## src/design/qle_pkg.sv

```systemverilog
`timescale 1ns / 1ps

package qle_pkg;

  localparam int NUM_STATES    = 16;
  localparam int NUM_ACTIONS   = 4;
  localparam int VALUE_BITS    = 16;

  localparam int STATE_BITS    = $clog2(NUM_STATES);
  localparam int ACT_BITS      = $clog2(NUM_ACTIONS);
  localparam int TBL_DEPTH     = NUM_STATES * NUM_ACTIONS;
  localparam int TBL_ADDR_BITS = $clog2(TBL_DEPTH);
  localparam int RD_BITS       = $clog2(NUM_ACTIONS + 1);

  localparam int REWARD_BITS   = 16;
  localparam int RATE_BITS     = 16;
  localparam int Q_FRAC        = 16;
  localparam int ROUND_HALF    = 32768;

  localparam int P1_BITS  = VALUE_BITS + RATE_BITS + 1;
  localparam int D_BITS   = P1_BITS - Q_FRAC;
  localparam int ERR_BITS = ((D_BITS > REWARD_BITS) ? D_BITS : REWARD_BITS) + 2;
  localparam int P2_BITS  = ERR_BITS + RATE_BITS + 1;
  localparam int U_BITS   = P2_BITS - Q_FRAC;
  localparam int SUM_BITS = U_BITS + 1;

  localparam logic [1:0] CFG_LEARNING_RATE     = 2'd0;
  localparam logic [1:0] CFG_DISCOUNT          = 2'd1;
  localparam logic [1:0] CFG_EXPLORE_THRESHOLD = 2'd2;

  localparam logic [RATE_BITS-1:0] LEARNING_RATE_RST     = 16'd6554;
  localparam logic [RATE_BITS-1:0] DISCOUNT_RST          = 16'd58982;
  localparam logic [RATE_BITS-1:0] EXPLORE_THRESHOLD_RST = 16'd6554;

  typedef struct packed {
    logic [3:0]         prev_state;
    logic [1:0]         taken_action;
    logic signed [15:0] reward_value;
    logic [3:0]         next_state;
    logic [15:0]        explore_draw;
    logic [1:0]         random_choice;
  } qle_in_t;

  typedef struct packed {
    logic signed [15:0] updated_value;
    logic [1:0]         chosen_action;
    logic               explored;
  } qle_out_t;

  typedef enum logic [2:0] {
    ST_IDLE,
    ST_READ,
    ST_MAX,
    ST_MULD,
    ST_ERR,
    ST_MULU,
    ST_WB,
    ST_PICK
  } qle_state_t;

  typedef struct packed {
    logic               load_item;
    logic               rd_en;
    logic [RD_BITS-1:0] rd_idx;
    logic               calc_max;
    logic               mul_d;
    logic               calc_err;
    logic               mul_u;
    logic               write_back;
    logic               load_out;
  } qle_cmd_t;

  typedef struct packed {
    logic out_free;
  } qle_sts_t;

  function automatic logic [STATE_BITS-1:0] state_wrap(logic [3:0] s);
    int v;
    v = int'(s);
    for (int k = 0; k < 8; k++) begin
      if (v >= NUM_STATES) begin
        v = v - NUM_STATES;
      end
    end
    return STATE_BITS'(v);
  endfunction

  function automatic logic [ACT_BITS-1:0] action_wrap(logic [1:0] a);
    int v;
    v = int'(a);
    for (int k = 0; k < 2; k++) begin
      if (v >= NUM_ACTIONS) begin
        v = v - NUM_ACTIONS;
      end
    end
    return ACT_BITS'(v);
  endfunction

  function automatic logic [TBL_ADDR_BITS-1:0] tbl_addr(logic [STATE_BITS-1:0] s,
                                                        logic [ACT_BITS-1:0] a);
    return TBL_ADDR_BITS'(int'(s) * NUM_ACTIONS + int'(a));
  endfunction

endpackage

```

## src/design/qle_ctrl.sv

```systemverilog
`timescale 1ns / 1ps

module qle_ctrl
  import qle_pkg::*;
(
  input  logic     clk,
  input  logic     rst_n,
  input  logic     in_valid,
  output logic     in_stall,
  input  qle_sts_t sts,
  output qle_cmd_t cmd
);

  qle_state_t         state_r, state_nxt;
  logic [RD_BITS-1:0] cnt_r, cnt_nxt;

  always_ff @(posedge clk) begin
    if (!rst_n) begin
      state_r <= ST_IDLE;
      cnt_r   <= '0;
    end else begin
      state_r <= state_nxt;
      cnt_r   <= cnt_nxt;
    end
  end

  always_comb begin
    state_nxt = state_r;
    cnt_nxt   = cnt_r;
    unique case (state_r)
      ST_IDLE: begin
        cnt_nxt = '0;
        if (in_valid) begin
          state_nxt = ST_READ;
        end
      end
      ST_READ: begin
        cnt_nxt = cnt_r + 1'b1;
        if (cnt_r == RD_BITS'(NUM_ACTIONS)) begin
          state_nxt = ST_MAX;
        end
      end
      ST_MAX:  state_nxt = ST_MULD;
      ST_MULD: state_nxt = ST_ERR;
      ST_ERR:  state_nxt = ST_MULU;
      ST_MULU: state_nxt = ST_WB;
      ST_WB:   state_nxt = ST_PICK;
      ST_PICK: begin
        if (sts.out_free) begin
          state_nxt = ST_IDLE;
        end
      end
      default: state_nxt = ST_IDLE;
    endcase
  end

  always_comb begin
    cmd        = '0;
    cmd.rd_idx = cnt_r;
    in_stall   = 1'b1;
    unique case (state_r)
      ST_IDLE: begin
        in_stall      = 1'b0;
        cmd.load_item = in_valid;
      end
      ST_READ: cmd.rd_en      = 1'b1;
      ST_MAX:  cmd.calc_max   = 1'b1;
      ST_MULD: cmd.mul_d      = 1'b1;
      ST_ERR:  cmd.calc_err   = 1'b1;
      ST_MULU: cmd.mul_u      = 1'b1;
      ST_WB:   cmd.write_back = 1'b1;
      ST_PICK: cmd.load_out   = sts.out_free;
      default: cmd            = '0;
    endcase
  end

endmodule

```

## src/design/qle_datapath.sv

```systemverilog
`timescale 1ns / 1ps

module qle_datapath
  import qle_pkg::*;
(
  input  logic                 clk,
  input  logic                 rst_n,
  input  qle_cmd_t             cmd,
  output qle_sts_t             sts,
  input  qle_in_t              in_data,
  input  logic                 cfg_we,
  input  logic [1:0]           cfg_index,
  input  logic [RATE_BITS-1:0] cfg_data,
  output logic                 out_valid,
  input  logic                 out_stall,
  output qle_out_t             out_data
);

  logic [RATE_BITS-1:0] lr_r, disc_r, eps_r;

  qle_in_t item_r;
  logic [STATE_BITS-1:0] ps_idx, ns_idx;
  logic [ACT_BITS-1:0]   act_idx, rnd_idx;

  logic [VALUE_BITS-1:0]     mem [TBL_DEPTH];
  logic [TBL_DEPTH-1:0]      valid_r;
  logic [VALUE_BITS-1:0]     mem_q_r;
  logic                      mem_v_r;
  logic [TBL_ADDR_BITS-1:0]  rd_addr, wr_addr;
  logic                      pend_r;
  logic [RD_BITS-1:0]        pend_idx_r;
  logic signed [VALUE_BITS-1:0] rd_val;

  logic signed [VALUE_BITS-1:0] row_r [NUM_ACTIONS];
  logic signed [VALUE_BITS-1:0] q_r, m_r, row_max;
  logic [ACT_BITS-1:0]          best_idx;

  logic signed [P1_BITS-1:0]  p1_r, p1_sum;
  logic signed [D_BITS-1:0]   d_val;
  logic signed [ERR_BITS-1:0] e_r;
  logic signed [P2_BITS-1:0]  p2_r, p2_sum;
  logic signed [U_BITS-1:0]   u_val;
  logic signed [SUM_BITS-1:0] sum_val;
  logic signed [VALUE_BITS-1:0] nv, nv_r;
  logic signed [31:0]           nv_ext;

  localparam logic signed [SUM_BITS-1:0] SAT_HI =
    SUM_BITS'((longint'(1) << (VALUE_BITS - 1)) - 1);
  localparam logic signed [SUM_BITS-1:0] SAT_LO =
    SUM_BITS'(-(longint'(1) << (VALUE_BITS - 1)));

  logic     out_valid_r;
  qle_out_t out_data_r;

  assign ps_idx  = state_wrap(item_r.prev_state);
  assign ns_idx  = state_wrap(item_r.next_state);
  assign act_idx = action_wrap(item_r.taken_action);
  assign rnd_idx = action_wrap(item_r.random_choice);

  always_ff @(posedge clk) begin
    if (!rst_n) begin
      lr_r   <= LEARNING_RATE_RST;
      disc_r <= DISCOUNT_RST;
      eps_r  <= EXPLORE_THRESHOLD_RST;
    end else if (cfg_we) begin
      unique case (cfg_index)
        CFG_LEARNING_RATE:     lr_r   <= cfg_data;
        CFG_DISCOUNT:          disc_r <= cfg_data;
        CFG_EXPLORE_THRESHOLD: eps_r  <= cfg_data;
        default: ;
      endcase
    end
  end

  always_ff @(posedge clk) begin
    if (cmd.load_item) begin
      item_r <= in_data;
    end
  end

  // table: one read port, one write port, invalid entries read as zero
  assign wr_addr = tbl_addr(ps_idx, act_idx);
  assign rd_addr = (cmd.rd_idx == RD_BITS'(NUM_ACTIONS)) ? wr_addr
                 : tbl_addr(ns_idx, ACT_BITS'(cmd.rd_idx));

  always_ff @(posedge clk) begin
    if (cmd.rd_en) begin
      mem_q_r <= mem[rd_addr];
      mem_v_r <= valid_r[rd_addr];
    end
    if (cmd.write_back) begin
      mem[wr_addr] <= nv;
    end
  end

  always_ff @(posedge clk) begin
    if (!rst_n) begin
      valid_r    <= '0;
      pend_r     <= 1'b0;
      pend_idx_r <= '0;
    end else begin
      if (cmd.write_back) begin
        valid_r[wr_addr] <= 1'b1;
      end
      pend_r     <= cmd.rd_en;
      pend_idx_r <= cmd.rd_idx;
    end
  end

  assign rd_val = mem_v_r ? $signed(mem_q_r) : '0;

  always_ff @(posedge clk) begin
    if (pend_r) begin
      if (pend_idx_r == RD_BITS'(NUM_ACTIONS)) begin
        q_r <= rd_val;
      end else begin
        row_r[ACT_BITS'(pend_idx_r)] <= rd_val;
      end
    end
    if (cmd.write_back && (ps_idx == ns_idx)) begin
      row_r[act_idx] <= nv;
    end
  end

  always_comb begin
    row_max  = row_r[0];
    best_idx = '0;
    for (int a = 1; a < NUM_ACTIONS; a++) begin
      if (row_r[a] > row_max) begin
        row_max  = row_r[a];
        best_idx = ACT_BITS'(a);
      end
    end
  end

  assign p1_sum  = p1_r + P1_BITS'(ROUND_HALF);
  assign d_val   = D_BITS'(p1_sum >>> Q_FRAC);
  assign p2_sum  = p2_r + P2_BITS'(ROUND_HALF);
  assign u_val   = U_BITS'(p2_sum >>> Q_FRAC);
  assign sum_val = SUM_BITS'(q_r) + SUM_BITS'(u_val);

  always_comb begin
    if (sum_val > SAT_HI) begin
      nv = VALUE_BITS'(SAT_HI);
    end else if (sum_val < SAT_LO) begin
      nv = VALUE_BITS'(SAT_LO);
    end else begin
      nv = VALUE_BITS'(sum_val);
    end
  end

  always_ff @(posedge clk) begin
    if (cmd.calc_max) begin
      m_r <= row_max;
    end
    if (cmd.mul_d) begin
      p1_r <= m_r * $signed({1'b0, disc_r});
    end
    if (cmd.calc_err) begin
      e_r <= ERR_BITS'(item_r.reward_value) + ERR_BITS'(d_val) - ERR_BITS'(q_r);
    end
    if (cmd.mul_u) begin
      p2_r <= e_r * $signed({1'b0, lr_r});
    end
    if (cmd.write_back) begin
      nv_r <= nv;
    end
  end

  assign nv_ext = 32'(nv_r);

  always_ff @(posedge clk) begin
    if (!rst_n) begin
      out_valid_r <= 1'b0;
    end else if (cmd.load_out) begin
      out_valid_r <= 1'b1;
    end else if (!out_stall) begin
      out_valid_r <= 1'b0;
    end
  end

  always_ff @(posedge clk) begin
    if (cmd.load_out) begin
      out_data_r.updated_value <= nv_ext[15:0];
      if (item_r.explore_draw < eps_r) begin
        out_data_r.chosen_action <= 2'(rnd_idx);
        out_data_r.explored      <= 1'b1;
      end else begin
        out_data_r.chosen_action <= 2'(best_idx);
        out_data_r.explored      <= 1'b0;
      end
    end
  end

  assign sts.out_free = !out_valid_r || !out_stall;
  assign out_valid    = out_valid_r;
  assign out_data     = out_data_r;

endmodule

```

## src/design/tabular_q_learning_engine_core.sv

```systemverilog
`timescale 1ns / 1ps

// Tabular Q-learning update with epsilon-greedy action pick. One transition
// item yields one result item; from acceptance to result an item passes an
// accept step, NUM_ACTIONS + 1 reads through the single registered table read
// port (the next state's row, then the entry being updated), a row maximum,
// the discount multiply, the error subtract, the learning-rate multiply, the
// write-back with saturation, and the greedy/explore pick. The next item is
// taken once the pick is done, while the result may still sit in the output
// register. The value table starts at zero after reset through per-entry
// valid bits, so no clearing pass is needed. cfg_ready is always high; write
// configuration only while no item is in flight.

module tabular_q_learning_engine_core
  import qle_pkg::*;
(
  input  logic                 clk,
  input  logic                 rst_n,
  input  logic                 in_valid,
  output logic                 in_stall,
  input  qle_in_t              in_data,
  output logic                 out_valid,
  input  logic                 out_stall,
  output qle_out_t             out_data,
  input  logic                 cfg_valid,
  output logic                 cfg_ready,
  input  logic [1:0]           cfg_index,
  input  logic [RATE_BITS-1:0] cfg_data
);

  qle_cmd_t cmd;
  qle_sts_t sts;

  assign cfg_ready = 1'b1;

  qle_ctrl u_ctrl (
    .clk      (clk),
    .rst_n    (rst_n),
    .in_valid (in_valid),
    .in_stall (in_stall),
    .sts      (sts),
    .cmd      (cmd)
  );

  qle_datapath u_datapath (
    .clk       (clk),
    .rst_n     (rst_n),
    .cmd       (cmd),
    .sts       (sts),
    .in_data   (in_data),
    .cfg_we    (cfg_valid && cfg_ready),
    .cfg_index (cfg_index),
    .cfg_data  (cfg_data),
    .out_valid (out_valid),
    .out_stall (out_stall),
    .out_data  (out_data)
  );

endmodule

```

## config.mk

```make
export PLATFORM = sky130hd
export DESIGN_NAME = tabular_q_learning_engine_core
export DESIGN_NICKNAME = d
export VERILOG_FILES = /design/src/design/qle_pkg.sv /design/src/design/qle_ctrl.sv /design/src/design/qle_datapath.sv /design/src/design/tabular_q_learning_engine_core.sv
export SDC_FILE = /design/constraint.sdc
export NUM_CORES = 2
export LEC_CHECK = 0
export BUFFER_PORTS_ARGS = -buffer_cell sky130_fd_sc_hd__clkbuf_2
export CAP_MARGIN = 20
export CELL_PAD_IN_SITES_DETAIL_PLACEMENT = 1
export CELL_PAD_IN_SITES_GLOBAL_PLACEMENT = 1
export CORE_UTILIZATION = 54
export CTS_BUF_LIST = sky130_fd_sc_hd__clkbuf_16
export DETAILED_ROUTE_END_ITERATION = 10
export GPL_TIMING_DRIVEN = 1
export PLACE_DENSITY = 0.81
export SYNTH_ARGS = -nofsm -noshare
export SYNTH_HDL_FRONTEND = slang
export SYNTH_SLANG_ARGS = --single-unit
```

## constraint.sdc

```tcl
create_clock -name clk -period 8.4 [get_ports clk]
set_input_delay 1.68 -clock clk [delete_from_list [all_inputs] [get_ports clk]]
set_output_delay 1.68 -clock clk [all_outputs]
set_load 0.01 [all_outputs]
```

After elaboration in Yosys (flattened, before gate mapping)
Memory sizes are Yosys's and may differ from the RTL's. A register that Yosys moved wholly into a read port is not among the register bits. Index checks and enable logic that the tools add are counted.

Memories: 2. Output and inout port bits: 22. Word-level logic and storage cells: 114. Bits of input ports: 67. Register bits after elaboration: 323. Memory bits (writable): 1088. Bits in read-only memories: 0. Latch bits: 0.

Memories: u_datapath.mem (depth 64, bits a word 16, rd ports 1, clocked after Yosys merged registers in 1, write ports 1, RTL line qle_datapath.sv:25) `logic [VALUE_BITS-1:0] mem [TBL_DEPTH];`; u_datapath.row_r (depth 4, bits a word 16, rd ports 4, clocked after Yosys merged registers in 0, write ports 2, RTL line qle_datapath.sv:34) `logic signed [VALUE_BITS-1:0] row_r [NUM_ACTIONS];`.

Reductions and logical operators: 13. Div/mod/pow operators: 0. Multipliers: 2. Shifts and indexed selects: 0. Equal/unequal tests: 16. Multiplexer cells: 38. Order comparisons: 9. Bitwise logic cells: 1. $add $sub $neg: 8.

Operators by type and width (count): two-way mux 16 bit (6); bitwise OR 64 bit (1); > comparator 16 bit (3); adder 36 x 17 -> 36 bit, second input constant (1); multiplier 19 x 17 -> 36 bit (1); adder 33 x 17 -> 33 bit, second input constant (1); multiplier 16 x 17 -> 33 bit (1); case mux 3 bit (8 select lines) (1); adder 16 x 20 -> 21 bit (1); > comparator 21 x 16 -> 1 bit, second input constant (1); less-than comparator 21 x 16 -> 1 bit, second input constant (1); two-way mux 1 bit (21); subtractor 18 x 16 -> 19 bit (1); adder 16 x 17 -> 18 bit (1); equality test 3 bit, second input constant (6); less-than comparator 16 bit (1); less-than comparator 6 x 7 -> 1 bit, second input constant (2); adder 6 x 2 -> 6 bit (2); two-way mux 3 bit (4); AND reduction 2 bit (4); binary-select mux 1 bit (select 6 bit) (1); demux 1 bit (select 6 bit) (1); equality test 3 x 2 -> 1 bit, second input constant (2); >= comparator 6 x 1 -> 1 bit, second input constant (1); other kinds (17) (22).

Logic depth before layout (Yosys ltp)
An unclocked memory read counts as a cell.

Depth after elaboration: 8. Depth in mapped cells: 37. Depth with buffers taken out: 33.

Cells and area by module
A second synthesis with hierarchy kept.

Cells, all modules: 5627. Area total of the unflattened synthesis: 77010.1 um^2.

By module, submodules not included: qle_datapath (area each 76629.7 um^2, cells an instance 5578, sequential area each 40598.9 um^2, times used 1); qle_ctrl (area each 369.1 um^2, cells an instance 47, sequential area each 120.1 um^2, times used 1); tabular_q_learning_engine_core (area each 11.3 um^2, cells an instance 2, sequential area each 0.0 um^2, times used 1).

Least setup slack after synthesis
OpenSTA, ideal clock, no wires.

Path kind: flip-flop to flip-flop. Start: reg u_datapath.e_r[13]. End: reg u_datapath.p2_r[35], data pin. Clock period less this slack: 6.569 ns. Required time: 8.140 ns. Stages on the path, launching flop included: 25. Slack: 1.831 ns. Library setup time: 0.260 ns. Buffers on the path: 1. Arrival time: 6.309 ns. Path through: edfxtp_1 > clkbuf_1 > nand2_1 > fa_1 > inv_1 > fa_1 > inv_1 > fa_1 > inv_1 > fa_1 > inv_1 > fa_1 > inv_1 > fa_1 > ha_1 > o21ai_0 > a211o_1 > or2_2 > o21ba_2 > a311o_1 > a2bb2oi_1 > o21a_1 > o2111ai_1 > a21oi_1 > xnor2_1.

Cells in the longest elaborated chain, start to end: 1.

RTL lines: from (decl) (RTL line qle_datapath.sv:40) `logic signed [ERR_BITS-1:0] e_r;`; from (signal assigned) (RTL line qle_datapath.sv:160) `e_r <= ERR_BITS'(item_r.reward_value) + ERR_BITS'(d_val) - ERR_BITS'(q_r);`; multiplier 19 x 17 -> 36 bit (RTL line qle_datapath.sv:163) `p2_r <= e_r * $signed({1'b0, lr_r});`; to (signal assigned) (RTL line qle_datapath.sv:163); to (decl) (RTL line qle_datapath.sv:41) `logic signed [P2_BITS-1:0] p2_r, p2_sum;`.

Every way passes these cells. A chain may end at the register's enable or synchronous reset.

==> summary.md <==
| Metric | Value |
|---|---|
| Postcts setup bufs | `0` |
| Hold Crit Start | `u_datapath.nv_r[11]` |
| Critical Path AT | `8.30 ns` |
| Final hold viol count | `0` |
| Setup_tns | `0 ns` |
| Leakage | `32.3 nW` |
| Largest net degree at the start of global routing | `106` |
| Hold_buf cts | `0` |
| Clock Skew | `0.0785 ns` |
| Fmax | `0.128 GHz` |
| Cell area after layout | `0.0846 mm2` |
| Reg-to-Reg Start | `u_datapath.row_r[1][15]` |
| Final #Nets | `6584` |
| Final Cycle Share | `92.7%` |
| Fin. max-slew vios | `0` |
| Clk sinks | `1397` |
| Synth Flop Type | `edfxtp_1` |
| Post-synthesis cell count | `5555` |
| Uppermost routed layer | `met5` |
| Overall die height | `379 um` |
| #FFs+latches synth | `1397` |
| Clock transition at the registers of the reported paths | `0.06 ns` |
| WL per Instance | `28.1 um` |
| Synth top area share | `49.9%` |
| CTS buffer count | `142` |
| DRT iter0 DRCs | `4209` |
| Hold endpoint | `u_datapath.out_data[14]` |
| FF-to-FF setup slack | `0.61 ns` |
| Die outline area | `0.143 mm2` |
| Post-synth EDFFs | `1274` |
| CP Launch Type | `flip-flop` |
| Met3 Routed Length | `15100 um` |
| Placed cell areas | `0.0797 mm2` |
| # port buffers | `87` |
| Hold depth | `0` |
| Reg2reg path depth | `31` |
| Met1 Wirelength | `80600 um` |
| Antenna Violating Nets Remaining | `0` |
| Grt total ovfl | `0` |
| Critical path required time | `8.91 ns` |
| Router iterations before antenna repair | `6` |
| Crit end category | `flip-flop` |
| Max VDD drop | `829 uV` |
| Crit-path slowest cell | `ha_1` |
| Fill cell count | `13403` |
| Sequential share of the synthesized area | `53.1%` |
| Fraction of layout cells with a size suffix above 1 | `13.3%` |
| Mean Syn Cell Area | `13.8 um2` |
| Maxcap violations | `0` |
| Gp weighted congestion | `0.881` |
| Slew Limit Headroom | `21.0%` |
| Synthesis-to-finish area growth | `10.4%` |
| # DRC | `0` |
| CP dominant cell by count | `a21o_1` |
| CTS root buf | `clkbuf_16` |
| Final setup vio count | `0` |
| Worst Tran Pin Value | `1.18 ns` |
| Vias post-DR | `47031` |
| Syn Nets | `6454` |
| HP Class | `reg -> reg` |
| Final WL | `216000 um` |
| Worst hold margin | `0.423 ns` |
| Gr usage total | `30.7%` |
| Row count | `137` |
| Resize count post-CTS | `0` |
| Crit path time final | `7.79 ns` |
| Initial antenna violation count | `2` |
| Vias in the first global route | `51240` |
| Final HPWL DP | `141000 um` |
| Pwr per Cell Area | `396 mW/mm2` |
| Status | `completed` |
| Capture point of the worst reg-to-reg path | `u_datapath.m_r[0]` |
| Die W | `379 um` |
| Worst-Skew Late Latency | `0.82 ns` |
| First-pass GRT wire length | `324000 um` |
| Syn Std Cell Area | `0.0766 mm2` |
| YS warnings | `0` |
| Io pins | `89` |
| CTS H-tree lvls | `4` |
| Post-synthesis cell type count | `80` |
| Post-synth ARST share | `0%` |
| Synth top area cells | `edfxtp_1 (50%), fa_1 (13%), mux4_2 (8.0%)` |
| RSZ-0062 raised after global routing | `false` |
| Core area | `0.140 mm2` |
| Post-Layout Cell Count | `7679` |
| Crit path kind | `reg -> reg` |
| CTS Buffer Depth | `3` |
| Starting Density | `54.6%` |
| TritonCTS clock tree | `yes` |
| Placed insts | `7401` |
| Critical path peak fanout | `15` |
| Final Power | `33.5 mW` |
| Via/cell ratio | `6.12` |
| Top cell type by total area after synthesis | `edfxtp_1` |
| CP peak stage delay | `0.50 ns` |
| Routed wl met2 | `109000 um` |
-- report_power, final --
group	internal, mW	total, mW	switching [mW]
Combinational	7.47	18.3	10.9
Clock	3.31	6.20	2.88
Sequential	8.69	8.98	0.286
Total	19.5	33.5	14.0
-- synthesized netlist by cell type, drive strengths merged (4+ instances only) --
library cell	count
edfxtp	1274
nand2	706
inv	698
fa	516
ha	316
and2	300
mux4	272
clkbuf	194
o21ai	129
dfxtp	123
nor2	116
a21oi	111
a211oi	92
xnor2	87
o21a	77
buf	56
nand3	51
a31oi	46
a311oi	34
a21boi	32
xor2	32
nand2b	30
nor2b	30
a21o	29
mux2i	24
and3	23
nand4	22
mux2	19
nor3	17
o211ai	16
or2	8
o21bai	6
and4	5
nand3b	5
o2111ai	5
a211o	4
nor3b	4
-- cells by family after synthesis --
| group | share of synthesized area [%] |
|---|---|
| other | 0.00489 |
| xor gates and xnor gates | 1.36 |
| AOI/OAI and AO/OA | 5.34 |
| muxes | 8.60 |
| adders and majority gates | 18.7 |
| and+or+nand+nor | 8.13 |
| buffers and inverters | 4.77 |
| DFF | 53.1 |
-- cell type report --
cell class	count	area, um2	area share [%]
Inverter	699	2620	3.10
Multi-Input combinational cell	3209	32500	38.5
Timing Repair Buffer	236	1820	2.15
Antenna cell	1	2.50	0.00296
Clock buffer	143	3580	4.23
Tap cell	1876	2350	2.78
Clock inverter	118	956	1.13
Sequential cell	1397	40700	48.2
-- critical path: cells and delay by family, from the launching register on --
family / cells / cell delay [ns]
AOI/OAI and AO/OA: 14 / 2.88
buffers and inverters: 1 / 0.06
DFF: 1 / 0.39
xor gates and xnor gates: 1 / 0.20
adders and majority gates: 3 / 1.03
and+or+nand+nor: 9 / 1.74
muxes: 3 / 1.23
-- worst max path at each step --
stage | start | to | depth (start not counted) | slack [ns]
2_1_floorplan | u_datapath.e_r[13] | u_datapath.p2_r[35] | 24 | 1.83
5_1_grt | u_datapath.row_r[1][15] | u_datapath.m_r[11] | 33 | 0.12
6_report | u_datapath.row_r[1][15] | u_datapath.m_r[0] | 31 | 0.61
4_1_cts | u_datapath.row_r[1][15] | u_datapath.out_data[1] | 33 | 0.63
3_5_place_dp | u_datapath.row_r[1][15] | u_datapath.m_r[0] | 31 | 0.69
3_3_place_gp | u_datapath.row_r[1][15] | u_datapath.m_r[0] | 31 | 0.96
-- sequential cells by signal, indices dropped and copies added, names as in the netlist, 18 cells and up --
register / flops
u_datapath.item_r: 32
u_datapath.p1_r: 18
u_datapath.e_r: 19
u_datapath.p2_r: 21
u_datapath.mem: 1024
u_datapath.valid_r: 64
u_datapath.out_data: 19
u_datapath.row_r: 64
-- metrics by stage --
step	util [%]	setup WS, ns
final	60.3	0.610
after global routing	60.3	0.117
after CTS	60.1	0.632
after detailed placement	56.9	0.692
after global placement	56.9	0.963
after floorplan	-	1.83
-- cell usage in the layout (no fill, tap or decap), types with 10 or more instances in the layout --
cell	Yosys	final
nand2_1	706	706
o21a_1	77	77
nor3_1	17	14
a311oi_1	34	34
clkinv_2	0	24
ha_1	316	316
a21oi_1	109	108
o21ai_4	0	15
o21ai_1	19	15
fa_1	516	516
edfxtp_1	1274	1274
buf_12	1	15
o21ai_0	99	99
mux2_2	17	16
nor2_1	116	112
clkbuf_16	0	143
nor2b_1	30	28
a21boi_0	32	32
o211ai_1	15	15
and3_1	22	22
clkbuf_2	0	86
inv_1	698	735
nand3_1	51	51
mux4_2	272	272
clkinv_16	0	10
a31oi_1	45	45
nand2b_1	30	30
buf_4	2	128
xnor2_1	87	87
a211oi_1	92	92
a21o_1	29	29
mux2i_1	24	18
xor2_1	32	32
and2_1	300	300
dfxtp_1	123	123
clkinv_1	1	30
nand4_1	22	22
-- routing by layer --
| metal | vias up | track usage [%] |
|---|---|---|
| met5 | - | 0 |
| met4 | 2 | 15.2 |
| met3 | 499 | 4.72 |
| met2 | 2215 | 52.3 |
| met1 | 24618 | 38.3 |
| li1 | 19697 | - |
Power figures use the tool's default switching activity.
